`src/design/nta_pkg.sv`:
```
// Shared types, constants and helper functions for the number to ASCII formatter.
// No dependencies; every other design file imports this package.
package nta_pkg;

	// Format selector codes
	typedef enum logic [1:0] {
		OP_DEC32 = 2'd0,
		OP_DEC16 = 2'd1,
		OP_HEX32 = 2'd2,
		OP_BIN16 = 2'd3
	} op_t;

	localparam int unsigned VALUE_W   = 32;
	localparam int unsigned DIGITS    = 10;           // decimal digits of a 32-bit value
	localparam int unsigned BCD_W     = 4 * DIGITS;
	localparam int unsigned SLOTS     = 16;           // longest character run
	localparam int unsigned BITS_STG  = 8;            // value bits consumed per stage
	localparam int unsigned CHAR_W    = 7;

	localparam logic [CHAR_W-1:0] CHAR_ZERO   = 7'h30;  // '0'
	localparam logic [CHAR_W-1:0] CHAR_UPPERA = 7'h41;  // 'A'
	localparam logic [3:0]        DEC_RADIX   = 4'd10;
	localparam logic [3:0]        DIGIT_MASK  = 4'hF;
	localparam logic [3:0]        DEC16_START = 4'd11;  // five digits, right aligned
	localparam logic [3:0]        HEX32_START = 4'd8;   // eight nibbles
	localparam logic [3:0]        BIN16_START = 4'd0;   // sixteen bits
	localparam logic [3:0]        DEC32_BASE  = 4'd6;   // ten digits, before zero strip
	localparam logic [3:0]        LAST_SLOT   = 4'd15;

	// Input transaction
	typedef struct packed {
		op_t                operation;
		logic [VALUE_W-1:0] value;
	} request_t;

	// Output transaction
	typedef struct packed {
		logic [CHAR_W-1:0] character;
		logic              last;
	} result_t;

	// Data carried down the conversion pipeline
	typedef struct packed {
		op_t                operation;
		logic [VALUE_W-1:0] value;
		logic [BCD_W-1:0]   bcd;
	} pipe_t;

	// One shift-add-3 step of binary to BCD conversion
	function automatic logic [BCD_W-1:0] dd_step(input logic [BCD_W-1:0] bcd_in,
	                                             input logic bit_in);
		logic [BCD_W-1:0] adj;
		adj = bcd_in;
		for (int i = 0; i < DIGITS; i++) begin
			if (adj[4*i +: 4] >= 4'd5)
				adj[4*i +: 4] = adj[4*i +: 4] + 4'd3;
		end
		return {adj[BCD_W-2:0], bit_in};
	endfunction

	// Digit code to ASCII, hex letters in upper case
	function automatic logic [CHAR_W-1:0] to_ascii(input logic [3:0] digit);
		logic [3:0] d;
		d = digit & DIGIT_MASK;
		if (d < DEC_RADIX)
			return CHAR_ZERO + {3'b000, d};
		return CHAR_UPPERA + {3'b000, d - DEC_RADIX};
	endfunction

endpackage

```
`src/design/nta_dd_stage.sv`:
```
// One register stage of the binary to BCD pipeline: eight double-dabble steps.
// Depends on nta_pkg.
module nta_dd_stage (
	input  logic              clk,
	input  logic              arst_n,
	input  logic              in_valid,
	input  nta_pkg::pipe_t    in_data,
	input  logic [7:0]        in_bits,
	input  logic              next_ready,
	output logic              ready,
	output logic              out_valid,
	output nta_pkg::pipe_t    out_data
);
	import nta_pkg::*;

	logic             valid_q;
	pipe_t            data_q;
	logic [BCD_W-1:0] bcd_d;

	// Stage moves when empty or when its contents move on
	assign ready = !valid_q || next_ready;

	// Eight shift-add-3 steps, most significant bit first
	always_comb begin
		bcd_d = in_data.bcd;
		for (int j = 0; j < BITS_STG; j++)
			bcd_d = dd_step(bcd_d, in_bits[BITS_STG-1-j]);
	end

	always_ff @(posedge clk or negedge arst_n) begin
		if (!arst_n) begin
			valid_q <= 1'b0;
		end else if (ready) begin
			valid_q <= in_valid;
		end
	end

	always_ff @(posedge clk) begin
		if (ready && in_valid) begin
			data_q.operation <= in_data.operation;
			data_q.value     <= in_data.value;
			data_q.bcd       <= bcd_d;
		end
	end

	assign out_valid = valid_q;
	assign out_data  = data_q;

endmodule

```
`src/design/nta_serializer.sv`:
```
// Character serializer: loads one converted number and emits one character per cycle.
// Depends on nta_pkg.
module nta_serializer (
	input  logic              clk,
	input  logic              arst_n,
	input  logic              in_valid,
	input  nta_pkg::pipe_t    in_data,
	output logic              ready,
	output logic              strobe,
	output nta_pkg::result_t  result
);
	import nta_pkg::*;

	logic                  active_q;
	logic [3:0]            ptr_q;
	logic [SLOTS-1:0][3:0] slots_q;
	logic                  strobe_q;
	result_t               result_q;

	logic [SLOTS-1:0][3:0] slots_d;
	logic [3:0]            start_d;
	logic [3:0]            lz;
	logic                  found;
	logic                  load;
	logic                  at_last;

	assign at_last = (ptr_q == LAST_SLOT);
	assign ready   = !active_q || at_last;
	assign load    = in_valid && ready;

	// Leading zero digits of the 32-bit decimal form, at most nine
	always_comb begin
		lz    = 4'd0;
		found = 1'b0;
		for (int i = DIGITS-1; i >= 1; i--) begin
			if (!found && in_data.bcd[4*i +: 4] == 4'd0)
				lz = lz + 4'd1;
			else
				found = 1'b1;
		end
	end

	// Right-aligned digit slots and first slot to send
	always_comb begin
		slots_d = '0;
		start_d = BIN16_START;
		case (in_data.operation)
			OP_DEC32: begin
				for (int i = 0; i < DIGITS; i++)
					slots_d[4'(SLOTS-1-i)] = in_data.bcd[4*i +: 4];
				start_d = DEC32_BASE + lz;
			end
			OP_DEC16: begin
				for (int i = 0; i < 5; i++)
					slots_d[4'(SLOTS-1-i)] = in_data.bcd[4*i +: 4];
				start_d = DEC16_START;
			end
			OP_HEX32: begin
				for (int i = 0; i < 8; i++)
					slots_d[4'(SLOTS-1-i)] = in_data.value[4*i +: 4];
				start_d = HEX32_START;
			end
			OP_BIN16: begin
				for (int i = 0; i < SLOTS; i++)
					slots_d[4'(SLOTS-1-i)] = {3'b000, in_data.value[i]};
				start_d = BIN16_START;
			end
			default: begin
				slots_d = '0;
				start_d = BIN16_START;
			end
		endcase
	end

	// Control: run pointer and output strobe
	always_ff @(posedge clk or negedge arst_n) begin
		if (!arst_n) begin
			active_q <= 1'b0;
			strobe_q <= 1'b0;
			ptr_q    <= 4'd0;
		end else begin
			strobe_q <= active_q;
			if (load) begin
				active_q <= 1'b1;
				ptr_q    <= start_d;
			end else if (active_q) begin
				if (at_last)
					active_q <= 1'b0;
				else
					ptr_q <= ptr_q + 4'd1;
			end
		end
	end

	// Payload: digit slots and output character
	always_ff @(posedge clk) begin
		if (load)
			slots_q <= slots_d;
		if (active_q) begin
			result_q.character <= to_ascii(slots_q[ptr_q]);
			result_q.last      <= at_last;
		end
	end

	assign strobe = strobe_q;
	assign result = result_q;

endmodule

```
`src/design/number_to_ascii_formatter.sv`:
```
// Top level of the number to ASCII formatter: conversion pipeline plus serializer.
// Depends on nta_pkg, nta_dd_stage and nta_serializer.
//
// Usage:
//   Input channel: drive request (operation, value) with start high; the
//   transaction is taken at a rising edge where start is high and busy is low.
//   Output channel: each character appears on result for exactly one cycle with
//   strobe high; result.last marks the final character of a number's run.
//   Path: a number reaches the port through the four double-dabble registers,
//   the serializer load and the result register, when the serializer is free.
//   Throughput: one character per cycle while a run is sent; a number has
//   1 to 10 characters for 32-bit decimal and 5, 8 or 16 for the other formats,
//   sent by the single character serializer. Runs follow each other with no gap.
//   Four double-dabble stages hold further numbers while a run is sent; busy
//   rises only when all of them are full.
//   Reset clears all valid bits and the strobe; nothing is emitted after reset
//   until a new transaction arrives. The receiver cannot stall the output.
module number_to_ascii_formatter (
	input  logic              clk,
	input  logic              arst_n,
	input  logic              start,
	output logic              busy,
	input  nta_pkg::request_t request,
	output logic              strobe,
	output nta_pkg::result_t  result
);
	import nta_pkg::*;

	localparam int unsigned STAGES = VALUE_W / BITS_STG;

	logic  [STAGES:0] valid_w;
	pipe_t [STAGES:0] data_w;
	logic  [STAGES:0] ready_w;

	// Stage input: 16-bit decimal converts only the low half
	always_comb begin
		data_w[0].operation = request.operation;
		data_w[0].value     = request.value;
		if (request.operation == OP_DEC16)
			data_w[0].value = {16'h0000, request.value[15:0]};
		data_w[0].bcd = '0;
	end
	assign valid_w[0] = start;
	assign busy       = !ready_w[0];

	// Binary to BCD pipeline, most significant byte first
	for (genvar k = 0; k < STAGES; k++) begin : g_dd
		nta_dd_stage u_stage (
			.clk        (clk),
			.arst_n     (arst_n),
			.in_valid   (valid_w[k]),
			.in_data    (data_w[k]),
			.in_bits    (data_w[k].value[VALUE_W-1-BITS_STG*k -: BITS_STG]),
			.next_ready (ready_w[k+1]),
			.ready      (ready_w[k]),
			.out_valid  (valid_w[k+1]),
			.out_data   (data_w[k+1])
		);
	end

	// Character output
	nta_serializer u_ser (
		.clk      (clk),
		.arst_n   (arst_n),
		.in_valid (valid_w[STAGES]),
		.in_data  (data_w[STAGES]),
		.ready    (ready_w[STAGES]),
		.strobe   (strobe),
		.result   (result)
	);

endmodule
```
`config.mk`:
```
export PLATFORM = sky130hd
export DESIGN_NAME = number_to_ascii_formatter
export DESIGN_NICKNAME = d
export VERILOG_FILES = /design/src/design/nta_pkg.sv /design/src/design/nta_dd_stage.sv /design/src/design/nta_serializer.sv /design/src/design/number_to_ascii_formatter.sv
export SDC_FILE = /design/constraint.sdc
export NUM_CORES = 1
export LEC_CHECK = 0
export ABC_CLOCK_PERIOD_IN_PS = 7060
export BUFFER_PORTS_ARGS = -buffer_cell sky130_fd_sc_hd__buf_2
export CORE_ASPECT_RATIO = 1.75
export CORE_UTILIZATION = 40
export DETAILED_ROUTE_END_ITERATION = 7
export GPL_ROUTABILITY_DRIVEN = 0
export PLACE_DENSITY_LB_ADDON = 0.15
export SYNTH_ARGS = -nofsm -noshare
export SYNTH_HDL_FRONTEND = slang
export SYNTH_SLANG_ARGS = --single-unit
```
`constraint.sdc`:
```
create_clock -name clk -period 7.06 [get_ports clk]
set_input_delay 0.353 -clock clk [delete_from_list [all_inputs] [get_ports clk]]
set_output_delay 0.353 -clock clk [all_outputs]
set_load 0.01 [all_outputs]
```
# Word level (Yosys, flattened, before mapping)
# Cells that the tools add are included.
word_totals:
  elab_cells: 939
  in_bits: 37
  register_bits: 366
  output_inout_bits: 10
classes:
  n_eq_ne: 6
  add_sub_neg: 278
  mux: 299
  n_lt_le_gt_ge: 267
  reduce_logical: 44
op_table:
  columns: ["op", "n"]
  rows:
  - ["$ge 4x3->1 const B", 255]
  - ["$mux 4", 254]
  - ["$add 4x2->4 const B", 234]
  - ["$mux 3", 22]
  - ["$add 3x2->3 const B", 21]
  - ["$pmux 20 s3", 1]
  - ["$add 4x1->4 const B", 9]
  - ["$logic_not 4->1", 9]
  - ["$pmux 12 s3", 1]
  - ["$mux 32", 1]
  - ["$add 1x2->3 const B", 9]
  - ["$ge 1x3->1 const B", 9]
  - ["$bmux 4 s4", 1]
  - ["$pmux 4 s4", 1]
  - ["$pmux 8 s2", 1]
  - ["$mux 1", 15]
  - ["$mux 7", 2]
  - ["$logic_and 1x1->1", 13]
  - ["$logic_not 1->1", 13]
  - ["$add 6x4->7 const A", 1]
  - ["$add 7x4->7 const A", 1]
  - ["$logic_or 1x1->1", 5]
  - ["$lt 4x5->1 const B", 1]
  - ["$add 3x4->4 const A", 1]
  - ["12 further kinds", 14]

# Depth between registers and ports, before layout
# Gate-level depths: netlist of run 1.
depth:
  ltp_word: 27
  depth_mapped: 39
  ltp_nobuf: 39

# Hierarchy
# A second synthesis of run 1 with hierarchy kept.
unflattened:
  hier_cells: 7093
  hier_area_um2: 56425.4
by_module_without_submodules:
  columns: ["module", "seq_area_each_um2", "area_per_inst_um2", "n_inst", "cells_each"]
  rows:
  - ["nta_dd_stage", 2247.2, 13196.4, 4, 1693]
  - ["nta_serializer", 1771.7, 3474.6, 1, 301]
  - ["number_to_ascii_formatter", 0.0, 165.2, 1, 20]

# Worst setup path before layout of run 1
# Ideal clock, no wire load.
synth_timing:
  path_type: "register -> register"
  start: "register g_dd[1].u_stage.data_q, in the netlist g_dd[1].u_stage.out_data[12]"
  end: "register g_dd[2].u_stage.data_q, in the netlist g_dd[2].u_stage.out_data[25] (data pin)"
  path_stages_with_launch: 36
  required_time_ps: 6800
  period_less_slack_ps: 6663
  path_slack_ps: 397
  setup_ps: 260
  arrival_time_ps: 6403
  path_buffers: 1
  cell_sequence: "edfxtp_1 inv_1 ha_1 buf_2 nor2b_1 nor3_1 a21oi_1 inv_1 ha_1 o21bai_1 a211oi_1 o22ai_1 a21oi_1 or2_2 inv_1 ha_1 or4_1 o211a_1 mux2i_1 nand3_1 o21ai_0 nand3b_1 and2_1 xor2_1 ha_1 inv_1 ha_1 a21oi_1 xor3_1 inv_1 ha_1 a21o_1 a21oi_1 a21oi_1 o21ai_0 mux2_2"
synth_via:
  elab_chain_cells: 16
  elab_cells_between_ends: 60
  cone_classes: "add/sub: 20; order compare: 20; mux: 20"
synth_rtl:
  columns: ["item", "line_no", "text"]
  rows:
  - ["start: declaration", "nta_dd_stage.sv:17", "pipe_t data_q;"]
  - ["$add 4x2->4 / $ge 4x3->1 (equally long branches)", "nta_pkg.sv:56, nta_pkg.sv:55", null]
  - ["$mux 4 (*)", "nta_pkg.sv:55", "if (adj[4*i +: 4] >= 4'd5)"]
  - ["$add 4x2->4 / $ge 4x3->1 (equally long branches)", "nta_pkg.sv:56, nta_pkg.sv:55", null]
  - ["$mux 4", "nta_pkg.sv:55", null]
  - ["$add 4x2->4 / $ge 4x3->1 (equally long branches)", "nta_pkg.sv:56, nta_pkg.sv:55", null]
  - ["$mux 4", "nta_pkg.sv:55", null]
  - ["$add 4x2->4 / $ge 4x3->1 (equally long branches)", "nta_pkg.sv:56, nta_pkg.sv:55", null]
  - ["$mux 4", "nta_pkg.sv:55", null]
  - ["$add 4x2->4 / $ge 4x3->1 (equally long branches)", "nta_pkg.sv:56, nta_pkg.sv:55", null]
  - ["$mux 4", "nta_pkg.sv:55", null]
  - ["$add 4x2->4 / $ge 4x3->1 (equally long branches)", "nta_pkg.sv:56, nta_pkg.sv:55", null]
  - ["$mux 4", "nta_pkg.sv:55", null]
  - ["$add 4x2->4 / $ge 4x3->1 (equally long branches)", "nta_pkg.sv:56, nta_pkg.sv:55", null]
  - ["$mux 4", "nta_pkg.sv:55", null]
  - ["$add 4x2->4 / $ge 4x3->1 (equally long branches)", "nta_pkg.sv:56, nta_pkg.sv:55", null]
  - ["$mux 4 (*)", "nta_pkg.sv:55", null]
  - ["net g_dd[2].u_stage.bcd_d[25]", "nta_dd_stage.sv:18", "logic [BCD_W-1:0] bcd_d;"]
  - ["end: declaration", "nta_dd_stage.sv:17", null]
# The timed path passes the listed nets; every way through them passes the cells marked *.
# A chain may end at the register's enable or synchronous reset.

# Worst setup path after layout of run 1
layout_timing:
  start: "register g_dd[0].u_stage.data_q, in the netlist g_dd[0].u_stage.out_data[4]"
  end: "register g_dd[1].u_stage.data_q, in the netlist g_dd[1].u_stage.out_data[11] (data pin)"
layout_via:
  elab_chain_cells: 16
  elab_cells_between_ends: 42
  cone_classes: "add/sub: 14; order compare: 14; mux: 14"
layout_rtl:
  columns: ["item", "line_no"]
  rows:
  - ["start: declaration", "nta_dd_stage.sv:17"]
  - ["$add 4x2->4 / $ge 4x3->1 (equally long branches)", "nta_pkg.sv:56, nta_pkg.sv:55"]
  - ["$mux 4 (*)", "nta_pkg.sv:55"]
  - ["$add 4x2->4 / $ge 4x3->1 (equally long branches)", "nta_pkg.sv:56, nta_pkg.sv:55"]
  - ["$mux 4", "nta_pkg.sv:55"]
  - ["$add 4x2->4 / $ge 4x3->1 (equally long branches)", "nta_pkg.sv:56, nta_pkg.sv:55"]
  - ["$mux 4", "nta_pkg.sv:55"]
  - ["$ge 4x3->1 / $add 4x2->4 (equally long branches)", "nta_pkg.sv:55, nta_pkg.sv:56"]
  - ["$mux 4", "nta_pkg.sv:55"]
  - ["$add 4x2->4 / $ge 4x3->1 (equally long branches)", "nta_pkg.sv:56, nta_pkg.sv:55"]
  - ["$mux 4", "nta_pkg.sv:55"]
  - ["$add 4x2->4 / $ge 4x3->1 (equally long branches)", "nta_pkg.sv:56, nta_pkg.sv:55"]
  - ["$mux 4", "nta_pkg.sv:55"]
  - ["$add 4x2->4 / $ge 4x3->1 (equally long branches)", "nta_pkg.sv:56, nta_pkg.sv:55"]
  - ["$mux 4", "nta_pkg.sv:55"]
  - ["$add 4x2->4 / $ge 4x3->1 (equally long branches)", "nta_pkg.sv:56, nta_pkg.sv:55"]
  - ["$mux 4 (*)", "nta_pkg.sv:55"]
  - ["net g_dd[1].u_stage.bcd_d[11]", "nta_dd_stage.sv:18"]
# Marked as above.

==> impl_metrics.json, run 1 <==
{
  "synth_area_mm2": 0.02985,
  "synth.area.mux_share": 0.07466,
  "synth_compound_area_frac": 0.2800,
  "drc": 0,
  "clk_pin_slew_worst_paths_ps": 60,
  "fin_nets": 3841,
  "place_area_mm2": 0.03150,
  "core_area_mm2": 0.07399,
  "finalHoldViolCount": 0,
  "htreeDepth": 2,
  "crit_path_max_incr_delay_ps": 410,
  "cts_tree": "done",
  "rsz0062_at_grt": "yes",
  "ys_types": 114,
  "numPortBuffers": 46,
  "cp-end-kind": "register",
  "yosysWarnings": 0,
  "ys_seq_area_frac": 0.2981,
  "rr_worst_depth": 33,
  "grt_pass1_vias": 25280,
  "netlist.top_cell.by_area": "edfxtp_1",
  "dp_hpwl_mm": 57.00,
  "drt_wl_total_mm": 72.60,
  "die_area_mm2": 0.07576,
  "ant_nets": 0,
  "startpoint": "g_dd[0].u_stage.out_data[4]",
  "numCtsBuffers": 35,
  "synthSimpleGateAreaFrac": 0.1993,
  "synth_top_family_by_area": "compound AO/OA/AOI/OAI gates",
  "async_flop_share": 0.03356,
  "status": "finished clean",
  "ios": 47,
  "synth_edf_count": 288,
  "critical_path_class": "reg -> reg",
  "crit_end": "g_dd[1].u_stage.out_data[11]",
  "hp-class": "in -> reg",
  "area_growth_syn_to_layout_pct": 11.95,
  "cpMostUsedCell": "ha_1",
  "grt_pass1_wl_mm": 118.5,
  "cts_sinks": 298,
  "layout-drive-gt1-share": 0.1341,
  "grt-ovfl-total": 0,
  "final_max_slew_viol_count": 0,
  "fillerInstances": 7396,
  "finalCriticalPeriod_ps": 6678,
  "root_buffer": "clkbuf_16",
  "die_y_um": 363.4,
  "slew_headroom": 0.2730,
  "arrival_ps": 7000,
  "synth_top_flop_cell": "edfxtp_1",
  "grt_max_degree": 74,
  "clk_latency_ps": 580,
  "worstReg2RegEnd": "g_dd[1].u_stage.out_data[11]",
  "grt_usage": 0.1861,
  "via_per_inst": 5.734,
  "floorplan.initialDensity": 0.4034,
  "syn_avg_cell_area_um2": 8.431,
  "yosysTopAreaCellShare": 0.2898,
  "via_count": 26420,
  "setup-violations-final": 0,
  "syn_inst": 3540,
  "tns_ps": 0,
  "r2r_start": "g_dd[0].u_stage.out_data[4]",
  "die_width_um": 208.5,
  "dr.pass1.iters": 5,
  "drt_iter0_drc": 1127,
  "synth_xor_xnor_area_share": 0.03630,
  "antenna_found_initial": 1,
  "skew_ps": 38.34,
  "ys_top_cells_by_area": "edfxtp_1, ha_1, a21oi_1",
  "ys_seq_elements": 298,
  "cts_buffer_depth": 3,
  "fin_crit_sh": 0.9458,
  "worstPathMaxFanout": 4,
  "maxCapViolCount": 0,
  "yosys.area_share.adder": 0.06917,
  "n_antenna_cell": 0,
  "stdcell_area_mm2": 0.03341,
  "slowest_stage": "edfxtp_1",
  "wl_per_cell_um": 15.76,
  "required_ps": 7390,
  "rows": 132,
  "ff2ff_setup_slack_ps": 380,
  "syn_nets": 3738,
  "tightest_slew_ps": 1091,
  "clock.fmax_mhz": 149.8,
  "cp-start-kind": "register"
}
-- cell usage in the layout, fill, tap and decap left out, types with 34 or more instances in the layout --
cell,instances
xnor2_1,75
buf_4,110
buf_2,46
nand2_1,331
o21a_1,41
or3_1,36
mux2_2,63
and3_1,38
a21o_1,50
nor2b_1,34
nor2_1,291
nand2b_1,53
o211ai_1,58
ha_1,155
a21oi_1,250
clkbuf_16,35
or2_2,37
inv_1,204
mux2i_1,113
nor3_1,82
o21ai_0,210
o22ai_1,39
edfxtp_1,288
and2_1,77
a31oi_1,38
nand3_1,79
o21ai_1,64
a211oi_1,51
-- cell usage after synthesis, types with 18 or more instances --
master    count
nand2_1     332
nor2_1      299
edfxtp_1    288
a21oi_1     263
o21ai_0     213
inv_1       204
ha_1        161
mux2i_1     117
clkbuf_1     87
nor3_1       84
and2_1       82
xnor2_1      82
nand3_1      79
mux2_2       63
o21ai_1      62
a211oi_1     60
o211ai_1     58
nand2b_1     53
a21o_1       51
o22ai_1      43
nor2b_1      41
o21a_1       41
a31oi_1      39
and3_1       38
or2_2        37
or3_1        37
a22oi_1      35
a211o_1      30
xor2_1       29
a22o_1       27
o21bai_1     23
o211a_1      21
buf_2        19
o221ai_1     19
o31ai_1      19
nor3b_1      18
nor4_1       18
or2_1        18
-- worst min-delay path by stage --
stage	from	to	slack, ps	depth (start not counted)
4_1_cts	request[23]	g_dd[0].u_stage.out_data[63]	7	2
3_3_place_gp	arst_n	u_ser.ptr_q[0]	230	1
5_1_grt	request[24]	g_dd[0].u_stage.out_data[64]	30	2
2_1_floorplan	arst_n	g_dd[0].u_stage.out_valid	60	0
3_5_place_dp	arst_n	u_ser.active_q	230	1
6_report	request[23]	g_dd[0].u_stage.out_data[63]	50	2
-- cells by family after synthesis --
| kind of cell | Yosys count |
|---|---|
| fa+ha+maj | 166 |
| mux | 197 |
| simple gates | 1209 |
| buf+inv | 329 |
| flops | 298 |
| compound gates | 1224 |
| xor+xnor | 117 |
-- stage by stage --
stage | hold slack [ps] | utilization | cells | worst slack [ps]
after CTS | 6.669 | 0.4439 | 4588 | 49.79
after detailed placement | 228.0 | 0.4257 | 4505 | -133.3
final | 52.29 | 0.4516 | 4607 | 382.5
after global placement | 227.3 | 0.4257 | 4505 | 31.54
after global routing | 28.39 | 0.4516 | 4607 | -31.51
after floorplan | 57.41 | - | 3540 | 396.9
-- sequential cells by signal (all words and copies together), names as in the netlist --
| register | count |
|---|---|
| g_dd.u_stage.out_data | 234 |
| u_ser.slots_q | 46 |
| u_ser.result | 8 |
| g_dd.u_stage.out_valid | 4 |
| u_ser.ptr_q | 4 |
| u_ser.active_q | 1 |
| u_ser.strobe | 1 |
-- critical path: cells and delay by family, from the launching register on --
family / cells / cell delay, ps
AOI/OAI and AO/OA: 10 / 1770
and+or+nand+nor: 7 / 1160
buffers and inverters: 5 / 510
muxes: 4 / 1100
xor gates and xnor gates: 1 / 250
adders and majority gates: 6 / 1220
DFF: 1 / 410
-- final cells by class --
cell class                 instances  area (um^2)  area share
inverter                         219        822.0     0.02460
clock inverter                    23        239.0    0.007152
timing repair buffer             176         1256     0.03760
multi-input combinational       2913        20130      0.6024
sequential                       298         8899      0.2663
tap                              938         1174     0.03512
clock buffer                      40        894.6     0.02677
-- metal layers --
layer | share of wire | wire length (um) | vias up | GRT usage
met5 | 0 | 0 | - | 0
met4 | 0.030 | 2200 | 0 | 0.06696
met3 | 0.017 | 1264 | 105 | 0.01658
met2 | 0.57 | 41070 | 259 | 0.3906
met1 | 0.39 | 28070 | 12470 | 0.1836
li1 | - | - | 13590 | -
-- timing repair --
item | 4_1_cts | 5_1_grt
endpoints found under the setup margin | 1 | 59
hold buffers | 20 | 0
setup buffers | 0 | 19
pin swaps | 0 | 15
hold endpoints to repair | 29 | 0
gates resized for setup | 2 | 95
Power of run 1 is not shown: default switching activity piles up to over one toggle a cycle in this logic, so the estimate is an artifact.
==> run 2, diff against run 1 <==
- ABC_CLOCK_PERIOD_IN_PS: 7060 -> default
- CORE_UTILIZATION: 40 -> 30
==> impl_metrics.json, run 2 (same netlist as run 1, synthesis figures left out) <==
{
  "die_area_mm2": 0.1008,
  "grt_usage": 0.1509,
  "rows": 152,
  "area_growth_syn_to_layout_pct": 14.57,
  "core_area_mm2": 0.09832,
  "layout-drive-gt1-share": 0.1419,
  "htreeDepth": 2,
  "cts_tree": "done",
  "stdcell_area_mm2": 0.03419,
  "required_ps": 7360,
  "status": "finished clean",
  "crit_family": "compound AO/OA/AOI/OAI gates",
  "grt-ovfl-total": 0,
  "slowest_stage": "edfxtp_1",
  "path_buf_inv": 7,
  "drc": 0,
  "cp-start-kind": "register",
  "numPlacedInstances": 4891,
  "grt_pass1_vias": 26250,
  "worstPathMaxFanout": 9,
  "place_area_mm2": 0.03208,
  "largest_register_ffs": 234,
  "cp-end-kind": "register",
  "fillerInstances": 10360,
  "wl_per_cell_um": 15.57,
  "n_antenna_cell": 0,
  "cts_buffer_depth": 3,
  "slew_headroom": 0.2675,
  "crit_path_max_incr_delay_ps": 450,
  "floorplan.initialDensity": 0.3035,
  "dr.pass1.iters": 6,
  "mostFrequentLayoutCell": "nand2_1",
  "finalCriticalPeriod_ps": 6625,
  "arrival_ps": 6920,
  "hp-class": "in -> reg",
  "numPortBuffers": 46,
  "layout_common_cells": "nand2_1, nor2_1, edfxtp_1",
  "maxCapViolCount": 0,
  "die_y_um": 419.3,
  "antenna_found_initial": 0,
  "fin_crit_sh": 0.9384,
  "clk_latency_ps": 570,
  "grt_pass1_wl_mm": 126.1,
  "ios": 47,
  "ant_nets": 0,
  "clock.fmax_mhz": 150.9,
  "grt_max_degree": 68,
  "numCtsBuffers": 36,
  "drt_iter0_drc": 1169,
  "fin_cells": 5003,
  "finalHoldViolCount": 0,
  "critical_path_class": "reg -> reg",
  "final_max_slew_viol_count": 0,
  "cpMostUsedCell": "inv_1",
  "skew_ps": 27.08,
  "drt_wl_total_mm": 77.90,
  "tightest_slew_ps": 1099,
  "root_buffer": "clkbuf_16",
  "setup-violations-final": 0,
  "via_count": 26650,
  "fin_nets": 3867,
  "dp_hpwl_mm": 61.27,
  "cts_sinks": 298,
  "die_width_um": 240.4,
  "clk_pin_slew_worst_paths_ps": 60,
  "via_per_inst": 5.327
}
[run 2: cell type report]
type | count | area [um^2] | share of cell area
multi-input combinational | 2913 | 20210 | 0.5909
clock buffer | 42 | 923.4 | 0.02700
inverter | 219 | 822.0 | 0.02404
tap | 1309 | 1638 | 0.04790
clock inverter | 21 | 262.8 | 0.007684
sequential | 298 | 8899 | 0.2602
timing repair buffer | 201 | 1444 | 0.04223
[run 2: through the flow]
step	util	TNS, ps	hold WS, ps	worst slack (ps)
after global routing	0.3478	-91.01	43.34	-47.34
after CTS	0.3404	0	30.58	0.5222
after detailed placement	0.3263	-46.89	238.6	-46.89
final	0.3478	0	61.29	434.6
after global placement	0.3263	0	239.5	40.34
after floorplan	-	0	57.41	396.9
[run 2: repair_timing]
| item | in CTS | in global routing |
|---|---|---|
| resized for setup | 3 | 110 |
| hold buffers | 20 | 0 |
| setup buffers | 0 | 29 |
| endpoints found under the setup margin | 2 | 56 |
| pin swaps | 0 | 24 |
| endpoints found under the hold margin | 29 | 0 |
[run 2: worst register-to-register path: cells and delay by family, from the launching register on]
family                     cells  cell delay (ps)
and+or+nand+nor                6             1340
muxes                          2              430
adders and majority gates      7             1710
buffers and inverters          7              500
AOI/OAI and AO/OA             11             1920
DFF                            1              450
[run 2: worst paths after layout]
kind	start	endpoint	slack [ps]	depth (start not counted)
worst max-delay path	g_dd[1].u_stage.out_data[8]	g_dd[2].u_stage.out_data[15]	430	33
worst max register to register	g_dd[1].u_stage.out_data[8]	g_dd[2].u_stage.out_data[15]	430	33
max in group asynchronous	arst_n	u_ser.strobe	6650	2
worst min-delay path	request[24]	g_dd[0].u_stage.out_data[64]	60	2
worst min register to register	g_dd[2].u_stage.out_data[58]	g_dd[3].u_stage.out_data[58]	410	0
min in group asynchronous	arst_n	u_ser.active_q	220	2
[run 2: routing by layer]
metal	GRT usage	vias to the layer above	wire, um
met5	0	-	0
met4	0.04448	0	1853
met3	0.01218	97	1304
met2	0.3177	261	45000
met1	0.1501	12630	29750
li1	-	13660	-
Power of run 2 is left out for the same reason.
